**config.mk**
```make
export PLATFORM = sky130hd
export DESIGN_NAME = sortable_stack_engine_core_flat
export DESIGN_NICKNAME = d
export VERILOG_FILES = /design/src/design/sse_pkg.sv /design/src/design/sse_req_if.sv /design/src/design/sse_rsp_if.sv /design/src/design/sse_ram.sv /design/src/design/sse_seq.sv /design/src/design/sortable_stack_engine_core.sv /design/src/flat_wrapper.sv
export SDC_FILE = /design/constraint.sdc
export NUM_CORES = 2
export LEC_CHECK = 0
export BUFFER_PORTS_ARGS = -buffer_cell sky130_fd_sc_hd__buf_2
export CAP_MARGIN = 20
export CORE_MARGIN = 2
export CORE_UTILIZATION = 56
export DETAILED_ROUTE_END_ITERATION = 7
export GPL_ROUTABILITY_DRIVEN = 0
export PLACE_DENSITY_LB_ADDON = 0.08
export SLEW_MARGIN = 20
export SYNTH_ARGS = -nofsm -noshare
export SYNTH_HDL_FRONTEND = slang
export SYNTH_SLANG_ARGS = --single-unit
```
**constraint.sdc**
```tcl
create_clock -name clock -period 7.3 [get_ports clock]
set_input_delay 0.365 -clock clock [delete_from_list [all_inputs] [get_ports clock]]
set_output_delay 0.365 -clock clock [all_outputs]
set_load 0.01 [all_outputs]
```
**src/design/sse_pkg.sv**
```systemverilog
// Shared types and constants for the sortable stack engine.
`timescale 1ns / 1ps
`default_nettype none

package sse_pkg;

   localparam int STACK_DEPTH_DEF = 64;
   localparam int WORD_W          = 32;
   localparam int COUNT_W         = 7;
   localparam int OP_W            = 2;
   localparam int STATUS_W        = 2;

   // Request codes
   localparam logic [OP_W-1:0] REQ_PUSH = 2'd0;
   localparam logic [OP_W-1:0] REQ_POP  = 2'd1;
   localparam logic [OP_W-1:0] REQ_SORT = 2'd2;

   // Status codes
   localparam logic [STATUS_W-1:0] ST_OK        = 2'd0;
   localparam logic [STATUS_W-1:0] ST_OVERFLOW  = 2'd1;
   localparam logic [STATUS_W-1:0] ST_UNDERFLOW = 2'd2;

   typedef struct packed {
      logic [STATUS_W-1:0]     status;
      logic signed [WORD_W-1:0] pop_value;
      logic [COUNT_W-1:0]      entry_count;
   } rsp_type;

   typedef struct packed {
      logic idle;
      logic done;
   } ctl_type;

endpackage

`default_nettype wire

```
**src/design/sse_req_if.sv**
```systemverilog
// Request channel interface: valid/ready handshake with operation and push value.
`timescale 1ns / 1ps
`default_nettype none

interface sse_req_if;
   logic                                 valid;
   logic                                 ready;
   logic [sse_pkg::OP_W-1:0]             req_type;
   logic signed [sse_pkg::WORD_W-1:0]    push_value;

   modport source (output valid, output req_type, output push_value, input ready);
   modport sink   (input valid, input req_type, input push_value, output ready);
endinterface

`default_nettype wire

```
**src/design/sse_rsp_if.sv**
```systemverilog
// Response channel interface: valid/ready handshake with status, popped value and count.
`timescale 1ns / 1ps
`default_nettype none

interface sse_rsp_if;
   logic                                 valid;
   logic                                 ready;
   logic [sse_pkg::STATUS_W-1:0]         status;
   logic signed [sse_pkg::WORD_W-1:0]    pop_value;
   logic [sse_pkg::COUNT_W-1:0]          entry_count;

   modport source (output valid, output status, output pop_value, output entry_count,
                   input ready);
   modport sink   (input valid, input status, input pop_value, input entry_count,
                   output ready);
endinterface

`default_nettype wire

```
**src/design/sse_ram.sv**
```systemverilog
// Generic simple dual-port RAM: one write port, one read port with registered data.
`timescale 1ns / 1ps
`default_nettype none

module sse_ram #(
   parameter int WIDTH = sse_pkg::WORD_W,
   parameter int DEPTH = sse_pkg::STACK_DEPTH_DEF,
   localparam int AW   = $clog2(DEPTH)
) (
   input  wire logic             clock,
   input  wire logic             we,
   input  wire logic [AW-1:0]    waddr,
   input  wire logic [WIDTH-1:0] wdata,
   input  wire logic [AW-1:0]    raddr,
   output logic [WIDTH-1:0]      rdata
);

   logic [WIDTH-1:0] mem_ff [DEPTH];
   logic [WIDTH-1:0] rdata_ff;

   always_ff @(posedge clock) begin
      if (we) begin
         mem_ff[waddr] <= wdata;
      end
      rdata_ff <= mem_ff[raddr];
   end

   assign rdata = rdata_ff;

endmodule

`default_nettype wire

```
**src/design/sse_seq.sv**
```systemverilog
// Sequencer: push/pop handling and insertion sort over the RAM with one comparator.
`timescale 1ns / 1ps
`default_nettype none

module sse_seq #(
   parameter int DEPTH = sse_pkg::STACK_DEPTH_DEF,
   localparam int AW   = $clog2(DEPTH),
   localparam int CW   = $clog2(DEPTH + 1)
) (
   input  wire logic                             clock,
   input  wire logic                             reset,
   input  wire logic                             start,
   input  wire logic [sse_pkg::OP_W-1:0]         req_type,
   input  wire logic signed [sse_pkg::WORD_W-1:0] push_value,
   output sse_pkg::ctl_type                      ctl,
   output sse_pkg::rsp_type                      result,
   output logic                                  mem_we,
   output logic [AW-1:0]                         mem_waddr,
   output logic [sse_pkg::WORD_W-1:0]            mem_wdata,
   output logic [AW-1:0]                         mem_raddr,
   input  wire logic [sse_pkg::WORD_W-1:0]       mem_rdata
);

   localparam logic [2:0] S_IDLE   = 3'd0;
   localparam logic [2:0] S_FINISH = 3'd1;
   localparam logic [2:0] S_POPRD  = 3'd2;
   localparam logic [2:0] S_LOAD   = 3'd3;
   localparam logic [2:0] S_HELD   = 3'd4;
   localparam logic [2:0] S_PROBE  = 3'd5;
   localparam logic [2:0] S_CMP    = 3'd6;
   localparam logic [2:0] S_NEXT   = 3'd7;

   logic [2:0]                    state_ff, state_in;
   logic [CW-1:0]                 count_ff, count_in;
   logic [AW-1:0]                 i_ff, i_in;
   logic [AW-1:0]                 j_ff, j_in;
   logic [sse_pkg::WORD_W-1:0]    held_ff, held_in;
   logic [sse_pkg::STATUS_W-1:0]  status_ff, status_in;
   logic [sse_pkg::WORD_W-1:0]    pop_ff, pop_in;
   logic [CW-1:0]                 count_dec;
   logic                          moves_up;

   assign count_dec = count_ff - CW'(1);
   // shared comparator: probed entry greater than held value (signed)
   assign moves_up  = $signed(mem_rdata) > $signed(held_ff);

   always_comb begin
      state_in  = state_ff;
      count_in  = count_ff;
      i_in      = i_ff;
      j_in      = j_ff;
      held_in   = held_ff;
      status_in = status_ff;
      pop_in    = pop_ff;
      mem_we    = 1'b0;
      mem_waddr = j_ff;
      mem_wdata = held_ff;
      mem_raddr = i_ff;

      unique case (state_ff)
         S_IDLE: begin
            if (start) begin
               status_in = sse_pkg::ST_OK;
               pop_in    = '0;
               state_in  = S_FINISH;
               unique case (req_type)
                  sse_pkg::REQ_PUSH: begin
                     if (count_ff == CW'(DEPTH)) begin
                        status_in = sse_pkg::ST_OVERFLOW;
                     end else begin
                        mem_we    = 1'b1;
                        mem_waddr = count_ff[AW-1:0];
                        mem_wdata = push_value;
                        count_in  = count_ff + CW'(1);
                     end
                  end
                  sse_pkg::REQ_POP: begin
                     if (count_ff == '0) begin
                        status_in = sse_pkg::ST_UNDERFLOW;
                        pop_in    = '1;
                     end else begin
                        count_in  = count_dec;
                        mem_raddr = count_dec[AW-1:0];
                        state_in  = S_POPRD;
                     end
                  end
                  sse_pkg::REQ_SORT: begin
                     if (count_ff >= CW'(2)) begin
                        i_in     = AW'(1);
                        state_in = S_LOAD;
                     end
                  end
                  default: begin
                     // unused code: no change, plain ok result
                  end
               endcase
            end
         end
         S_POPRD: begin
            pop_in   = mem_rdata;
            state_in = S_FINISH;
         end
         S_FINISH: begin
            state_in = S_IDLE;
         end
         S_LOAD: begin
            mem_raddr = i_ff;
            state_in  = S_HELD;
         end
         S_HELD: begin
            held_in  = mem_rdata;
            j_in     = i_ff;
            state_in = S_PROBE;
         end
         S_PROBE: begin
            if (j_ff == '0) begin
               mem_we    = 1'b1;
               state_in  = S_NEXT;
            end else begin
               mem_raddr = j_ff - AW'(1);
               state_in  = S_CMP;
            end
         end
         S_CMP: begin
            mem_we = 1'b1;
            if (moves_up) begin
               mem_wdata = mem_rdata;
               j_in      = j_ff - AW'(1);
               state_in  = S_PROBE;
            end else begin
               state_in  = S_NEXT;
            end
         end
         S_NEXT: begin
            if (CW'(i_ff) + CW'(1) == count_ff) begin
               state_in = S_FINISH;
            end else begin
               i_in     = i_ff + AW'(1);
               state_in = S_LOAD;
            end
         end
         default: begin
            state_in = S_IDLE;
         end
      endcase
   end

   always_ff @(posedge clock) begin
      if (reset) begin
         state_ff <= S_IDLE;
         count_ff <= '0;
      end else begin
         state_ff <= state_in;
         count_ff <= count_in;
      end
      i_ff      <= i_in;
      j_ff      <= j_in;
      held_ff   <= held_in;
      status_ff <= status_in;
      pop_ff    <= pop_in;
   end

   assign ctl.idle           = (state_ff == S_IDLE);
   assign ctl.done           = (state_ff == S_FINISH);
   assign result.status      = status_ff;
   assign result.pop_value   = pop_ff;
   assign result.entry_count = sse_pkg::COUNT_W'(count_ff);

endmodule

`default_nettype wire

```
**src/design/sortable_stack_engine_core.sv**
```systemverilog
// Sortable stack engine top level: request handshake, sequencer, entry RAM, response register.
// Push, unused code and underflowing pop: the result passes from the S_FINISH state into the
// response register. Pop of a stored entry also passes through S_POPRD (one RAM read). Sort
// of n entries runs the single compare-and-move loop over the RAM port, S_LOAD to S_NEXT per
// entry; reverse order is the worst case. The next request waits for the sequencer to be idle.
// Synchronous reset empties the stack and the response slot; RAM is not cleared.
`timescale 1ns / 1ps
`default_nettype none

module sortable_stack_engine_core #(
   parameter int STACK_DEPTH = sse_pkg::STACK_DEPTH_DEF,
   localparam int AW         = $clog2(STACK_DEPTH)
) (
   input  wire logic  clock,
   input  wire logic  reset,
   sse_req_if.sink    req_ch,
   sse_rsp_if.source  rsp_ch
);

   sse_pkg::ctl_type            seq_ctl;
   sse_pkg::rsp_type            seq_result;
   sse_pkg::rsp_type            rsp_data_ff, rsp_data_in;
   logic                        rsp_valid_ff, rsp_valid_in;
   logic                        req_take;

   logic                        mem_we;
   logic [AW-1:0]               mem_waddr;
   logic [sse_pkg::WORD_W-1:0]  mem_wdata;
   logic [AW-1:0]               mem_raddr;
   logic [sse_pkg::WORD_W-1:0]  mem_rdata;

   // Take a request only with the sequencer idle and the response slot free, or
   // emptying this cycle; the slot then stays free until that request finishes.
   assign req_ch.ready = seq_ctl.idle && (!rsp_valid_ff || rsp_ch.ready);
   assign req_take     = req_ch.valid && req_ch.ready;

   sse_seq #(
      .DEPTH (STACK_DEPTH)
   ) u_seq (
      .clock      (clock),
      .reset      (reset),
      .start      (req_take),
      .req_type   (req_ch.req_type),
      .push_value (req_ch.push_value),
      .ctl        (seq_ctl),
      .result     (seq_result),
      .mem_we     (mem_we),
      .mem_waddr  (mem_waddr),
      .mem_wdata  (mem_wdata),
      .mem_raddr  (mem_raddr),
      .mem_rdata  (mem_rdata)
   );

   // entry store, index 0 is the bottom of the stack
   sse_ram #(
      .WIDTH (sse_pkg::WORD_W),
      .DEPTH (STACK_DEPTH)
   ) u_store (
      .clock (clock),
      .we    (mem_we),
      .waddr (mem_waddr),
      .wdata (mem_wdata),
      .raddr (mem_raddr),
      .rdata (mem_rdata)
   );

   // response register: loads on finish, clears when taken
   always_comb begin
      rsp_valid_in = rsp_valid_ff;
      rsp_data_in  = rsp_data_ff;
      if (rsp_valid_ff && rsp_ch.ready) begin
         rsp_valid_in = 1'b0;
      end
      if (seq_ctl.done) begin
         rsp_valid_in = 1'b1;
         rsp_data_in  = seq_result;
      end
   end

   always_ff @(posedge clock) begin
      if (reset) begin
         rsp_valid_ff <= 1'b0;
      end else begin
         rsp_valid_ff <= rsp_valid_in;
      end
      rsp_data_ff <= rsp_data_in;
   end

   assign rsp_ch.valid       = rsp_valid_ff;
   assign rsp_ch.status      = rsp_data_ff.status;
   assign rsp_ch.pop_value   = rsp_data_ff.pop_value;
   assign rsp_ch.entry_count = rsp_data_ff.entry_count;

   // a finishing request must never land on an unread response
   a_done_slot_free: assert property (@(posedge clock) disable iff (reset)
      seq_ctl.done |-> !rsp_valid_ff)
      else $error("response overwritten before being taken");

   // a taken request leaves the sequencer busy in the cycle after it is taken
   a_take_busy: assert property (@(posedge clock) disable iff (reset)
      req_take |=> !seq_ctl.idle)
      else $error("sequencer idle straight after taking a request");

   // underflow only on an empty stack, with the all-ones pop value
   a_underflow_shape: assert property (@(posedge clock) disable iff (reset)
      (rsp_ch.valid && rsp_ch.status == sse_pkg::ST_UNDERFLOW) |->
         (rsp_ch.pop_value == '1 && rsp_ch.entry_count == '0))
      else $error("malformed underflow response");

endmodule

`default_nettype wire
```
**src/flat_wrapper.sv**
```systemverilog
// flat-port wrapper written by rule: the top's interface ports become plain ports
module sortable_stack_engine_core_flat 
#(
   parameter int STACK_DEPTH = sse_pkg::STACK_DEPTH_DEF,
   localparam int AW         = $clog2(STACK_DEPTH)
)
  (clock, reset, req_ch_valid, req_ch_req_type, req_ch_push_value, req_ch_ready, rsp_ch_valid, rsp_ch_status, rsp_ch_pop_value, rsp_ch_entry_count, rsp_ch_ready);
  sse_req_if req_ch_i ();
  sse_rsp_if rsp_ch_i ();
  input  wire logic clock;
  input  wire logic reset;
  input wire logic [$bits(req_ch_i.valid)-1:0] req_ch_valid;
  input wire logic [$bits(req_ch_i.req_type)-1:0] req_ch_req_type;
  input wire logic [$bits(req_ch_i.push_value)-1:0] req_ch_push_value;
  output wire logic [$bits(req_ch_i.ready)-1:0] req_ch_ready;
  output wire logic [$bits(rsp_ch_i.valid)-1:0] rsp_ch_valid;
  output wire logic [$bits(rsp_ch_i.status)-1:0] rsp_ch_status;
  output wire logic [$bits(rsp_ch_i.pop_value)-1:0] rsp_ch_pop_value;
  output wire logic [$bits(rsp_ch_i.entry_count)-1:0] rsp_ch_entry_count;
  input wire logic [$bits(rsp_ch_i.ready)-1:0] rsp_ch_ready;
  assign req_ch_i.valid = req_ch_valid;
  assign req_ch_i.req_type = req_ch_req_type;
  assign req_ch_i.push_value = req_ch_push_value;
  assign req_ch_ready = req_ch_i.ready;
  assign rsp_ch_valid = rsp_ch_i.valid;
  assign rsp_ch_status = rsp_ch_i.status;
  assign rsp_ch_pop_value = rsp_ch_i.pop_value;
  assign rsp_ch_entry_count = rsp_ch_i.entry_count;
  assign rsp_ch_i.ready = rsp_ch_ready;
  sortable_stack_engine_core #(.STACK_DEPTH(STACK_DEPTH)) u_core (.clock(clock), .reset(reset), .req_ch(req_ch_i), .rsp_ch(rsp_ch_i));
endmodule
```
==> impl_metrics.toml <==
[worst_setup_path]
r2r_end = "u_core.u_store.rdata[26]"
start_kind = "register"
reg2reg_depth = 12
slowest_stage = "or3_4"
crit_chain = "nor3_2 -> nand3_1 -> clkinv_1 -> a21oi_1 -> or3_4 -> buf_12 -> buf_4 -> nand2_1 -> nand3_1 -> a21oi_1 -> nor4_1 -> and4_1"
crit_type = "register to register"
critPathLaunch = "u_core.u_seq.state_ff[2]"
r2r_setup_slack_ns = 1.71
r2r-start = "u_core.u_seq.state_ff[2]"
worst-path-max-fanout = 83
max_stage_delay_ns = 0.91
worst-endpoint-arrival_ns = 6.38
required_ns = 8.10
critPathCaptureType = "register"

[synth]
synth_common_cells = "edfxtp_1 (2167), nand2_1 (2083), nand3_1 (1026), a21oi_1 (525), clkbuf_1 (242)"
synth_warnings = 0
synthMostInstantiatedCell = "edfxtp_1"
yosys.area.top_type_share_pct = 74.2
synth_cell_type_count = 63
synth_area_leaders = "edfxtp_1 (74%), nand2_1 (8.9%), nand3_1 (5.9%)"
synth_edf_count = 2167
async_flop_share_pct = 0
netlist_instances = 6918
yosys_most_used_dff = "edfxtp_1"
seq_area_frac_synth_pct = 75.1
synth_area_per_cell_sq_um = 12.7
syn-num-nets = 6997
yosysTopAreaCell = "edfxtp_1"
syn_area_sq_um = 87800
ys_seq_elements = 2210

[placement]
dpl.hpwl_microns = 142000
io_buffer_count = 80
place_area_sq_um = 92400

[floorplan]
num_io_pins = 81
die_x_microns = 400
start_util_pct = 56.3
dieArea_sq_um = 160000
row_count = 145
die_h_microns = 400
core-area_sq_um = 156000

[power]
ir_drop_uv = 283
cellPowerDensity_nw_per_um2 = 272
p_leak_nw = 34.2

[grt]
grt_pass1_wl_microns = 374000
grt_util_all_layers_pct = 32.5
overflow = 0
grt_pass1_vias = 53900
grt_max_degree = 179
antenna_found_initial = 23

[layout]
final_layout_size_suffix_gt1_share_pct = 11.8
syn_to_final_growth_pct = 13.3
final_nets = 7102
nFillCells = 11600
stdcell_area_sq_um = 99400
final_util_pct = 63.8

[min_path]
holdCritPathClass = "primary input to register"
min_path_cells = 3
hold_start = "req_ch_push_value[13]"
hold_end = "u_core.u_store.mem_ff[8][13]"

[drt]
vias = 58100
antenna_left = 0
wl_met1_microns = 105000
dr_wl_met3_microns = 27100
via_per_inst = 6.26
wl_per_cell_microns = 28.2
wl_met2_microns = 118000
drcViolationCount = 0
drtPass1Iterations = 6
routed_wl_microns = 262000
top_layer = "met5"
drtIter0Drc = 7528

[clock_tree]
clk_latency_ns = 0.86
cts_htree_levels = 4
path_clk_slew_ns = 0.06
cts_resized = 0
cts_buffer_depth = 3
clock_sinks = 2210
cts_tree = "done"
root_buffer = "clkbuf_16"
cts_buffers = 217

[timing]
finalMaxSlewViolations = 0
fmax_mhz = 179
hold_viol = 0
hold_ws_ns = 0.191
final-setup-viol-count = 0
rsz0062_at_grt = "no"
period_share_pct = 76.6
tightest_slew_ns = 1.22
slew_headroom_pct = 17.7
tns_ns = 0
clock_skew_ns = 0.0342
fin_crit_ns = 5.59

[job]
drv_cap = 0

[status]
status = "finished clean"
==> sequential cells by signal, summed over array words and instances (netlist names), 7 cells and up <==
signal,count
u_core.rsp_ch.entry_count,7
u_core.rsp_ch.pop_value,32
u_core.u_seq.count_ff,7
u_core.u_seq.held_ff,32
u_core.u_seq.pop_ff,32
u_core.u_store.mem_ff,2048
u_core.u_store.rdata,32
==> critical path: cells and delay by family (launching register included) <==
family | cells | cell delay, ns
DFF | 1 | 0.67
and+or+nand+nor | 7 | 2.84
AOI/OAI and AO/OA | 2 | 0.50
buffers and inverters | 3 | 1.32
==> stage by stage <==
stage                     power (mW)  worst slack (ns)  cells
after floorplan                 15.5              1.75   6918
after global placement          16.5             0.772   8833
after detailed placement        16.5              1.85   8853
after CTS                       27.1              1.83   9256
after global routing            27.8              1.50   9266
final                           27.1              1.71   9278
==> cells in the final DEF (no fill, tap or decap), drive strengths merged, types with 4 or more instances in the layout <==
| cell | n |
|---|---|
| dfxtp | 43 |
| a31o | 31 |
| a221oi | 4 |
| edfxtp | 2167 |
| nor4 | 127 |
| nor3b | 4 |
| ha | 41 |
| nor2b | 6 |
| nor2 | 95 |
| a21o | 15 |
| o22ai | 4 |
| nand2b | 12 |
| a21oi | 526 |
| o21ai | 18 |
| bufinv | 10 |
| diode | 15 |
| nand3 | 1026 |
| a32oi | 9 |
| a211oi | 4 |
| a31oi | 5 |
| clkinv | 76 |
| clkbuf | 305 |
| a22oi | 33 |
| and4 | 31 |
| buf | 320 |
| and3 | 4 |
| nor3 | 28 |
| o31ai | 32 |
| inv | 53 |
| mux2i | 12 |
| nand4 | 13 |
| xor2 | 11 |
| nand2 | 2083 |
| xnor2 | 14 |
==> layout make-up <==
cell class	count	area, sq um	share of cell area, %
Clock inverter	96	827	0.832
Clock buffer	305	5960	6.00
Sequential cell	2210	65900	66.3
Tap cell	2058	2570	2.59
Inverter	45	169	0.170
Multi-Input combinational cell	4227	21300	21.4
Antenna cell	15	37.5	0.0378
Timing Repair Buffer	322	2600	2.61
==> cell families (layout without fill, tap and decap cells) <==
kind of cell,count (synthesis),count (layout),synth area share [%]
compound gates,704,704,4.61
xor+xnor,25,25,0.250
fa+ha+maj,41,41,0.585
buf+inv,481,768,2.30
flops,2210,2210,75.1
mux,15,15,0.175
other cells,0,15,0
simple gates,3442,3442,16.9
==> worst max-delay path by stage <==
stage	to	cells after the start	slack [ns]
2_1_floorplan	u_core.u_store.mem_ff[0][10]	12	1.75
3_3_place_gp	u_core.u_store.rdata[10]	12	0.77
3_5_place_dp	u_core.u_store.rdata[26]	12	1.85
4_1_cts	u_core.u_store.rdata[26]	12	1.83
5_1_grt	u_core.u_store.rdata[14]	12	1.50
6_report	u_core.u_store.rdata[26]	12	1.71
==> power by group <==
group          internal, mW  switching, mW  total [mW]
sequential             14.1          0.212        14.3
combinational         0.545           1.45        1.99
clock                  6.03           4.76        10.8
total                  20.7           6.42        27.1
==> what timing repair did <==
item	in CTS	in global routing
endpoints found under the hold margin	11	0
hold buffers	2	0
setup buffers	0	0
setup endpoints to repair	0	0
==> per-layer routing <==
metal | global-route usage [%] | up-vias
li1 | - | 25300
met1 | 46.7 | 29200
met2 | 48.9 | 3047
met3 | 6.29 | 477
met4 | 14.2 | 10
met5 | 0 | -
(Power assumes the default switching activity.)
